`config.mk`:
```
export PLATFORM = sky130hd
export DESIGN_NAME = int64_to_decimal_ascii
export DESIGN_NICKNAME = d
export VERILOG_FILES = /design/src/hdl/i2d_pkg.sv /design/src/hdl/i2d_bcd_pipe.sv /design/src/hdl/i2d_serializer.sv /design/src/hdl/int64_to_decimal_ascii.sv
export SDC_FILE = /design/constraint.sdc
export NUM_CORES = 2
export LEC_CHECK = 0
export ABC_AREA = 1
export BUFFER_PORTS_ARGS = -buffer_cell sky130_fd_sc_hd__buf_2
export CAP_MARGIN = 20
export CORE_MARGIN = 5
export CORE_UTILIZATION = 50
export CTS_CLUSTER_SIZE = 30
export DETAILED_ROUTE_END_ITERATION = 10
export PLACE_DENSITY = 0.65
export SLEW_MARGIN = 10
export SYNTH_ARGS = -nofsm -noshare
export SYNTH_HDL_FRONTEND = slang
export SYNTH_HIERARCHICAL = 1
export SYNTH_SLANG_ARGS = --single-unit
```
`constraint.sdc`:
```
create_clock -name clk -period 14.8 [get_ports clk]
set_clock_uncertainty 0.15 [all_clocks]
set_input_delay 1.48 -clock clk [delete_from_list [all_inputs] [get_ports clk]]
set_output_delay 1.48 -clock clk [all_outputs]
set_load 0.005 [all_outputs]
```
`src/hdl/i2d_pkg.sv`:
```
// ----------------------------------------------------------------------------
// i2d_pkg
// Shared types and constants for the 64-bit integer to decimal text block.
// ----------------------------------------------------------------------------
package i2d_pkg;

  localparam int unsigned NumDigits = 20;
  localparam int unsigned DigitW    = 4;
  localparam int unsigned ValueW    = 64;
  localparam int unsigned LenW      = 5;

  localparam logic [7:0] CharZero  = 8'h30;
  localparam logic [7:0] CharMinus = 8'h2d;

  localparam logic KindUnsigned = 1'b0;
  localparam logic KindSigned   = 1'b1;

  typedef logic [DigitW-1:0] digit_t;
  typedef digit_t [NumDigits-1:0] bcd_t;

  // one converted number, ready for serialization
  typedef struct packed {
    bcd_t             digits;
    logic [LenW-1:0]  ndigits;
    logic             neg;
  } conv_t;

  // BCD add-3 correction for one digit
  function automatic digit_t add3(input digit_t d);
    add3 = (d >= 4'd5) ? digit_t'(d + 4'd3) : d;
  endfunction

endpackage

```
`src/hdl/i2d_bcd_pipe.sv`:
```
// ----------------------------------------------------------------------------
// i2d_bcd_pipe
// Double-dabble binary to BCD conversion, four bits per pipeline stage.
// ----------------------------------------------------------------------------
module i2d_bcd_pipe (
  input  logic                          clk,
  input  logic                          rst,
  input  logic                          in_valid,
  output logic                          in_ready,
  input  logic                          in_kind,
  input  logic [i2d_pkg::ValueW-1:0]    in_value,
  output logic                          out_valid,
  input  logic                          out_ready,
  output i2d_pkg::conv_t                out_conv
);

  localparam int unsigned BitsPerStage = 4;
  localparam int unsigned Stages = i2d_pkg::ValueW / BitsPerStage;

  logic [Stages:0]                       vld;
  logic [Stages:0][i2d_pkg::ValueW-1:0]  mag;
  i2d_pkg::bcd_t [Stages:0]              bcd;
  logic [Stages:0]                       neg;
  logic [Stages:0]                       adv;

  // stage 0: sign and magnitude
  always_comb begin
    vld[0] = in_valid;
    neg[0] = (in_kind == i2d_pkg::KindSigned) && in_value[i2d_pkg::ValueW-1];
    mag[0] = neg[0] ? (~in_value + 1'b1) : in_value;
    bcd[0] = '0;
  end

  // stage s can accept when its register is empty or moving on
  assign adv[Stages] = out_ready || !vld[Stages];
  genvar s;
  generate
    for (s = Stages - 1; s >= 0; s--) begin : g_adv
      assign adv[s] = adv[s+1] || !vld[s+1];
    end
  endgenerate
  assign in_ready = adv[0];

  generate
    for (s = 0; s < Stages; s++) begin : g_stage
      i2d_pkg::bcd_t                 b;
      logic [i2d_pkg::ValueW-1:0]    m;
      always_comb begin
        b = bcd[s];
        m = mag[s];
        for (int k = 0; k < BitsPerStage; k++) begin
          for (int d = 0; d < i2d_pkg::NumDigits; d++) begin
            b[d] = i2d_pkg::add3(b[d]);
          end
          // shift left by one, the top digit never reaches its high bit
          b = {b[i2d_pkg::NumDigits-1][i2d_pkg::DigitW-2:0],
               b[i2d_pkg::NumDigits-2:0], m[i2d_pkg::ValueW-1]};
          m = {m[i2d_pkg::ValueW-2:0], 1'b0};
        end
      end
      always_ff @(posedge clk) begin
        if (rst) begin
          vld[s+1] <= 1'b0;
        end else if (adv[s]) begin
          vld[s+1] <= vld[s];
        end
        if (adv[s]) begin
          bcd[s+1] <= b;
          mag[s+1] <= m;
          neg[s+1] <= neg[s];
        end
      end
    end
  endgenerate

  // count significant digits, at least one
  logic [i2d_pkg::LenW-1:0] nd;
  always_comb begin
    nd = i2d_pkg::LenW'(1);
    for (int d = 1; d < i2d_pkg::NumDigits; d++) begin
      if (bcd[Stages][d] != '0) nd = i2d_pkg::LenW'(d + 1);
    end
  end

  assign out_valid        = vld[Stages];
  assign out_conv.digits  = bcd[Stages];
  assign out_conv.ndigits = nd;
  assign out_conv.neg     = neg[Stages];

endmodule

```
`src/hdl/i2d_serializer.sv`:
```
// ----------------------------------------------------------------------------
// i2d_serializer
// Emits one number's characters, most significant first, one per cycle while out_ready is high.
// ----------------------------------------------------------------------------
module i2d_serializer (
  input  logic                        clk,
  input  logic                        rst,
  input  logic                        in_valid,
  output logic                        in_ready,
  input  i2d_pkg::conv_t              in_conv,
  output logic                        out_valid,
  input  logic                        out_ready,
  output logic [7:0]                  out_char,
  output logic                        out_last,
  output logic [i2d_pkg::LenW-1:0]    out_len
);

  logic                        busy;
  i2d_pkg::bcd_t               digits;
  logic                        sign_pending;
  logic [i2d_pkg::LenW-1:0]    idx;   // digit index still to send
  logic [i2d_pkg::LenW-1:0]    len;

  logic fire;
  assign fire     = busy && out_ready;
  assign in_ready = !busy || (fire && !sign_pending && idx == '0);

  always_ff @(posedge clk) begin
    if (rst) begin
      busy <= 1'b0;
    end else if (in_valid && in_ready) begin
      busy <= 1'b1;
    end else if (fire && !sign_pending && idx == '0) begin
      busy <= 1'b0;
    end
    if (in_valid && in_ready) begin
      digits       <= in_conv.digits;
      sign_pending <= in_conv.neg;
      idx          <= in_conv.ndigits - 1'b1;
      len          <= in_conv.ndigits + i2d_pkg::LenW'(in_conv.neg);
    end else if (fire) begin
      if (sign_pending) sign_pending <= 1'b0;
      else              idx <= idx - 1'b1;
    end
  end

  assign out_valid = busy;
  assign out_char  = sign_pending ? i2d_pkg::CharMinus
                                  : (i2d_pkg::CharZero | {4'b0, digits[idx]});
  assign out_last  = !sign_pending && idx == '0;
  assign out_len   = len;

endmodule

```
`src/hdl/int64_to_decimal_ascii.sv`:
```
// ----------------------------------------------------------------------------
// int64_to_decimal_ascii
// 64-bit unsigned or signed integer to decimal ASCII text stream.
// ----------------------------------------------------------------------------
// A number's text has 1 to 20 characters, sent one character per cycle from the
// output serializer while m_axis_tready is high; the 16-stage double-dabble
// pipeline in front holds further numbers meanwhile.
module int64_to_decimal_ascii (
  input  logic        clk,
  input  logic        rst,
  input  logic        s_axis_tvalid,
  output logic        s_axis_tready,
  input  logic [63:0] s_axis_tdata,   // [63:0] value
  input  logic        s_axis_tuser,   // [0] kind
  output logic        m_axis_tvalid,
  input  logic        m_axis_tready,
  output logic [15:0] m_axis_tdata,   // [7:0] character, [12:8] text_length, zero fill
  output logic        m_axis_tlast
);

  logic           cv_valid, cv_ready;
  i2d_pkg::conv_t cv;
  logic [7:0]     ch;
  logic [4:0]     len;

  i2d_bcd_pipe u_pipe (
    .clk, .rst,
    .in_valid(s_axis_tvalid), .in_ready(s_axis_tready),
    .in_kind(s_axis_tuser), .in_value(s_axis_tdata),
    .out_valid(cv_valid), .out_ready(cv_ready), .out_conv(cv)
  );

  i2d_serializer u_ser (
    .clk, .rst,
    .in_valid(cv_valid), .in_ready(cv_ready), .in_conv(cv),
    .out_valid(m_axis_tvalid), .out_ready(m_axis_tready),
    .out_char(ch), .out_last(m_axis_tlast), .out_len(len)
  );

  assign m_axis_tdata = {3'b000, len, ch};

endmodule

```
Yosys cells after proc, flatten, opt, wreduce, memory -nomap -nowiden
Index checks and enable logic that the tools add are counted.
- output and inout bits: 19
- bits of input ports: 69
- bits in registers: 1709
- word-level logic and storage cells: 3668
- bitwise gates (word level): 1
- equality and inequality tests: 1
- magnitude comparators: 1071
- mux-type cells: 1100
- reductions and logical operators: 65
- add/sub/neg operators: 1074
- operators with widths (kind ; number):
    >= comparator 4 x 3 -> 1 bit (second input constant) ; 1050
    2-to-1 mux 4 bit ; 1022
    adder 4 x 2 -> 4 bit (second input constant) ; 1007
    2-to-1 mux 3 bit ; 44
    adder 3 x 2 -> 3 bit (second input constant) ; 43
    2-to-1 mux 5 bit ; 22
    nonzero test 4 bit ; 19
    adder 64 x 1 -> 64 bit (second input constant) ; 1
    2-to-1 mux 64 bit ; 1
    NOT 64 bit ; 1
    adder 1 x 2 -> 3 bit (second input constant) ; 20
    >= comparator 1 x 3 -> 1 bit (second input constant) ; 20
    binary-select mux 4 bit (select 5 bit) ; 1
    zero test 1 bit ; 18
    logical OR 1 bit ; 18
    subtractor 5 x 1 -> 5 bit (second input constant) ; 2
    2-to-1 mux 1 bit ; 9
    logical AND 1 bit ; 6
    < comparator 5 x 6 -> 1 bit (second input constant) ; 1
    adder 5 x 1 -> 5 bit ; 1
    zero test 5 bit ; 1
    nonzero test 2 bit ; 2
    2-to-1 mux 2 bit ; 1
    != test 2 bit (second input constant) ; 1
    AND reduction 2 bit ; 1

Longest topological paths before layout
- depth after elaboration: 22
- gate-level depth with buffers: 27
- gate-level depth less buffers: 27

Cells and area by module
The synthesis kept the hierarchy.
- modules (own cells, without submodules) (module ; area each (um^2) ; seq. area each (um^2) ; times used ; cells each):
    i2d_bcd_pipe ; 102346.9 ; 36535.0 ; 1 ; 14440
    i2d_serializer ; 3916.3 ; 2752.6 ; 1 ; 322
    int64_to_decimal_ascii ; 26.3 ; 0.0 ; 1 ; 4

Worst setup path after synthesis
No wires, ideal clock.
- path type: input-to-output
- start point: input port m_axis_tready
- end point: output port s_axis_tready
- path buffers: 0
- stages: 16
- setup slack: 1.580 ns
- required time: 13.170 ns
- data arrival time: 11.590 ns
- path through: nand2_1 > nor2_1 > nand3_2 > nand2_4 > nor2_4 > nand4_4 > nor2_4 > nand4_2 > nor2_2 > nand2_1 > nor2_1 > nand2_1 > nor2_2 > nand2_1 > nor2_1 > nand2_1
- cells in the longest elaborated chain, start to end: 21
- RTL lines (what ; RTL line ; RTL):
    from (decl) ; int64_to_decimal_ascii.sv:16 ; input logic m_axis_tready,
    logical AND 1 bit ; i2d_serializer.sv:25 ; assign fire = busy && out_ready;
    logical AND 1 bit (2 in a row) ; i2d_serializer.sv:26 ; assign in_ready = !busy || (fire && !sign_pending && idx == '0);
    logical OR 1 bit ; i2d_serializer.sv:26 ;
    net cv_ready ; int64_to_decimal_ascii.sv:21 ; logic cv_valid, cv_ready;
    logical OR 1 bit ; i2d_bcd_pipe.sv:35 ; assign adv[Stages] = out_ready || !vld[Stages];
    logical OR 1 bit (4 in a row) ; i2d_bcd_pipe.sv:39 ; assign adv[s] = adv[s+1] || !vld[s+1];
    net u_pipe.adv[12] ; i2d_bcd_pipe.sv:24 ; logic [Stages:0] adv;
    logical OR 1 bit (4 in a row) ; i2d_bcd_pipe.sv:39 ;
    net u_pipe.adv[8] ; i2d_bcd_pipe.sv:24 ;
    logical OR 1 bit (2 in a row) ; i2d_bcd_pipe.sv:39 ;
    net u_pipe.adv[6] ; i2d_bcd_pipe.sv:24 ;
    logical OR 1 bit (2 in a row) ; i2d_bcd_pipe.sv:39 ;
    net u_pipe.adv[4] ; i2d_bcd_pipe.sv:24 ;
    logical OR 1 bit (2 in a row) ; i2d_bcd_pipe.sv:39 ;
    net u_pipe.adv[2] ; i2d_bcd_pipe.sv:24 ;
    logical OR 1 bit (2 in a row) ; i2d_bcd_pipe.sv:39 ;
    to (decl) ; int64_to_decimal_ascii.sv:12 ; output logic s_axis_tready,
The timed path passes the listed nets, and every way through them passes these cells.

Final worst setup path
- start point: register u_ser/idx[1] (netlist bit)
- end point: output port s_axis_tready
- cells in the longest elaborated chain, start to end: 20
- RTL lines (what ; RTL line ; RTL):
    from (decl) ; i2d_serializer.sv:21 ; logic [i2d_pkg::LenW-1:0] idx;
    from (signal assigned) ; i2d_serializer.sv:39 ; idx <= in_conv.ndigits - 1'b1;
    from (signal assigned) ; i2d_serializer.sv:43 ; else idx <= idx - 1'b1;
    zero test 5 bit ; i2d_serializer.sv:26 ;
    logical AND 1 bit ; i2d_serializer.sv:26 ;
    logical OR 1 bit ; i2d_serializer.sv:26 ;
    net cv_ready ; int64_to_decimal_ascii.sv:21 ;
    logical OR 1 bit ; i2d_bcd_pipe.sv:35 ;
    logical OR 1 bit (4 in a row) ; i2d_bcd_pipe.sv:39 ;
    net u_pipe.adv[12] ; i2d_bcd_pipe.sv:24 ;
    logical OR 1 bit (4 in a row) ; i2d_bcd_pipe.sv:39 ;
    net u_pipe.adv[8] ; i2d_bcd_pipe.sv:24 ;
    logical OR 1 bit (2 in a row) ; i2d_bcd_pipe.sv:39 ;
    net u_pipe.adv[6] ; i2d_bcd_pipe.sv:24 ;
    logical OR 1 bit (2 in a row) ; i2d_bcd_pipe.sv:39 ;
    net u_pipe.adv[4] ; i2d_bcd_pipe.sv:24 ;
    logical OR 1 bit (2 in a row) ; i2d_bcd_pipe.sv:39 ;
    net u_pipe.adv[2] ; i2d_bcd_pipe.sv:24 ;
    logical OR 1 bit (2 in a row) ; i2d_bcd_pipe.sv:39 ;
The timed path passes the listed nets, and every way through them passes these cells.

==> results.sh <==
export IMPL_grt_use_met1=0.1938
export IMPL_required_ns=13.17
export IMPL_synth_xor_area_frac=0.03418
export IMPL_htreeDepth=4
export IMPL_synthArstFlopShare=0
export IMPL_hold_viol_final=0
export IMPL_r2r_start="u_ser/idx[1]$_DFFE_PP_"
export IMPL_use_met2=0.2977
export IMPL_gr_usage_all_layers=0.1599
export IMPL_netlist_area_sq_um=106300
export IMPL_regArea_sq_um=39290
export IMPL_num_rows=169
export IMPL_ant_nets=0
export IMPL_yosysSeqAreaShare=0.3696
export IMPL_clk_path_buf_depth=3
export IMPL_reg2regPathDepth=19
export IMPL_startpoint_type="flip-flop"
export IMPL_period_needed_ns=8.990
export IMPL_io_buffers=81
export IMPL_synth_compound_area_frac=0.06350
export IMPL_post_dp_hpwl_um=140400
export IMPL_vias=86607
export IMPL_rsz0062_at_grt="false"
export IMPL_worst_path_stages=19
export IMPL_clk_latency_ns=0.82
export IMPL_yosys_top_cells_area="edfxtp_1 37%, nand2_1 19%, inv_1 9.2%"
export IMPL_path_cells="clkinv_4, nand2_2, nor2_2, nand3_2, nand2_4, nor2_4, nand4_4, buf_4, nor2_4, nand4_4, nor2_2, nand2_4, nor2_1, nand2_4, nor2_2, nand2_4, nor2_1, nand2_4, buf_2"
export IMPL_grt_pass1_vias=77328
export IMPL_yosys_register_bits=1314
export IMPL_synthTopCellsByCount="5,458 x nand2_1, 2,614 x inv_1, 1,500 x nand3_1"
export IMPL_avgSynthCellArea_sq_um=7.198
export IMPL_syn_inst=14766
export IMPL_synthDistinctLibCells=62
export IMPL_synth_edf_count=1297
export IMPL_worst_pin_slew_ns=1.060
export IMPL_grt_use_met3=0.02281
export IMPL_die_area_sq_um=221900
export IMPL_grt_pass1_wl_um=319100
export IMPL_hp_class="reg -> reg"
export IMPL_initial_core_util=0.5017
export IMPL_synth_mux_area_frac=0.00009417
export IMPL_post_cts_setup_buffers=0
export IMPL_grt_overflow_total=0
export IMPL_grt_max_degree=86
export IMPL_clock_sink_count=1314
export IMPL_synth_fa_ha_area_frac=0.07169
export IMPL_end_kind="primary output"
export IMPL_fillCellCount=20016
export IMPL_busiest_layer="met2"
export IMPL_setup_viol=0
export IMPL_cts_buffers=159
export IMPL_yosys_area_share_simple=0.3603
export IMPL_slew_viol_final=0
export IMPL_status="completed"
export IMPL_cts_hold_buf=0
export IMPL_synthFlopType="edfxtp_1"
export IMPL_dr_pass1_iters=6
export IMPL_crit_fanout=73
export IMPL_synth_top_area_frac=0.3664
export IMPL_wire_per_inst_um=10.07
export IMPL_fp_coreArea_sq_um=211900
export IMPL_post_cts_resized=0
export IMPL_place_gp_congestion=0.8548
export IMPL_synth_top_family_by_area="simple AND/OR/NAND/NOR gates"
export IMPL_vias_per_cell=4.845
export IMPL_critPathSlowestCell="edfxtp_1"
export IMPL_slew_headroom=0.2933
export IMPL_finalSetupTns_ns=0
export IMPL_cts_tree="built"
export IMPL_yosysMostFrequentCell="nand2_1"
export IMPL_pin_count=88
export IMPL_critPathKind="reg -> out"
export IMPL_path_clk_slew_ns=0.06
export IMPL_critPathBufInv=3
export IMPL_drc=0
export IMPL_cts_root_buffer="clkbuf_16"
export IMPL_slowest_delay_ns=0.89
export IMPL_fp_dieH_um=471.1
export IMPL_wirelength_um=180000
export IMPL_area_growth_pct=8.528
export IMPL_crit_end="s_axis_tready"
export IMPL_nNetsFinal=15597
export IMPL_arrival_ns=7.36
export IMPL_yosys_warnings=6
export IMPL_drt_iter0_drc=3549
export IMPL_crit_path_frequent_cell="nand2_4"
export IMPL_antenna_found_initial=5
export IMPL_r2r_slack_ns=7.94
export IMPL_die_w_um=471.1
export IMPL_cap_viol_max_count=0
export IMPL_synth_area_leader_cell="edfxtp_1"
export IMPL_reg2reg_to="u_pipe/g_stage[2].m[21]$_DFFE_PP_"
export IMPL_cp_startpoint="u_ser/idx[1]$_DFFE_PP_"
export IMPL_critPathTopFamily="simple AND/OR/NAND/NOR gates"
export IMPL_fmax_ghz=0.1112
export IMPL_drive_gt1_frac=0.08204
export IMPL_post_route_period_util=0.6074
export IMPL_multiInputGateArea_sq_um=56410
[worst min path at each step]
stage | start | to | slack, ns | depth (start not counted)
floorplan | u_pipe/g_stage[12].b[0]$_DFFE_PP_ | u_pipe/bcd[1040]$_DFFE_PP_ | 0.25 | 0
global placement | u_pipe/g_stage[8].m[43]$_DFFE_PP_ | u_pipe/g_stage[9].m[47]$_DFFE_PP_ | 0.25 | 0
detailed placement | u_pipe/g_stage[5].b[0]$_DFFE_PP_ | u_pipe/bcd[480]$_DFFE_PP_ | 0.25 | 0
CTS | u_pipe/g_stage[4].m[27]$_DFFE_PP_ | u_pipe/g_stage[5].m[31]$_DFFE_PP_ | 0.24 | 0
global route | u_pipe/g_stage[4].m[29]$_DFFE_PP_ | u_pipe/g_stage[5].m[33]$_DFFE_PP_ | 0.26 | 0
finish | u_pipe/g_stage[5].m[28]$_DFFE_PP_ | u_pipe/g_stage[6].m[32]$_DFFE_PP_ | 0.25 | 0
[sequential cells by signal, summed over array words and instances, names as in the netlist, 5 cells and up]
register and cells:
u_pipe/out_conv 81, u_pipe/mag 45, u_ser/digits 80, u_pipe/vld 15, u_ser/idx 5, u_pipe/g_stage.m 420, u_ser/out_len 5, u_pipe/neg 15
u_pipe/bcd 630, u_pipe/g_stage.b 15
[cell usage in the layout (no fill, tap or decap), drive strengths merged, types with 9 or more instances in the layout]
cell	netlist	layout
a21o	105	105
a21oi	144	144
a31o	26	26
and2	75	75
buf	95	98
bufinv	0	23
clkbuf	14	187
clkinv	3	75
clkinvlp	0	9
dfxtp	17	17
edfxtp	1297	1297
ha	609	609
inv	2639	2643
nand2	5882	5882
nand3	1730	1730
nand3b	74	74
nand4	412	412
nor2	334	334
nor3	16	16
nor4	22	22
o211ai	48	48
o21ai	726	726
o21bai	39	39
o22ai	20	20
or2	13	13
xnor2	82	82
xor2	302	302
[stage by stage]
step                      cells  instance area [sq um]  utilization  setup slack, ns  hold slack, ns
final                     17876                 115400       0.5444            5.810          0.2462
after global routing      17876                 115400       0.5444            5.056          0.2581
after CTS                 17873                 115300       0.5443            5.550          0.2422
after detailed placement  17578                 109700       0.5176            6.129          0.2545
after global placement    17578                 109700       0.5176            6.190          0.2503
after floorplan           14769                 106300            -            1.580          0.2503
[routing by layer]
layer | part of all wire | up-vias
met3 | 0.029 | 221
li1 | - | 48166
met1 | 0.46 | 37534
met5 | 0.00015 | -
met4 | 0.020 | 4
met2 | 0.49 | 682
[logic make-up after synthesis]
family	after synthesis
mux	1
fa+ha+maj	609
compound gates	1142
xor+xnor	384
other cells	3
buf+inv	2751
simple gates	8562
flops	1314
[layout make-up]
cell class / count / share of cell area
clock inverters: 108 / 0.01290
clock buffers: 187 / 0.03611
flip-flops and latches: 1314 / 0.3406
well taps: 2821 / 0.03060
multi-input cells: 10704 / 0.4890
inverters: 2642 / 0.08604
diodes: 2 / 0.00004339
repair buffers: 98 / 0.004729
Power is left out: the tool's default activity adds up to more than one toggle a clock period on the data nets, which glitch-free logic cannot reach.
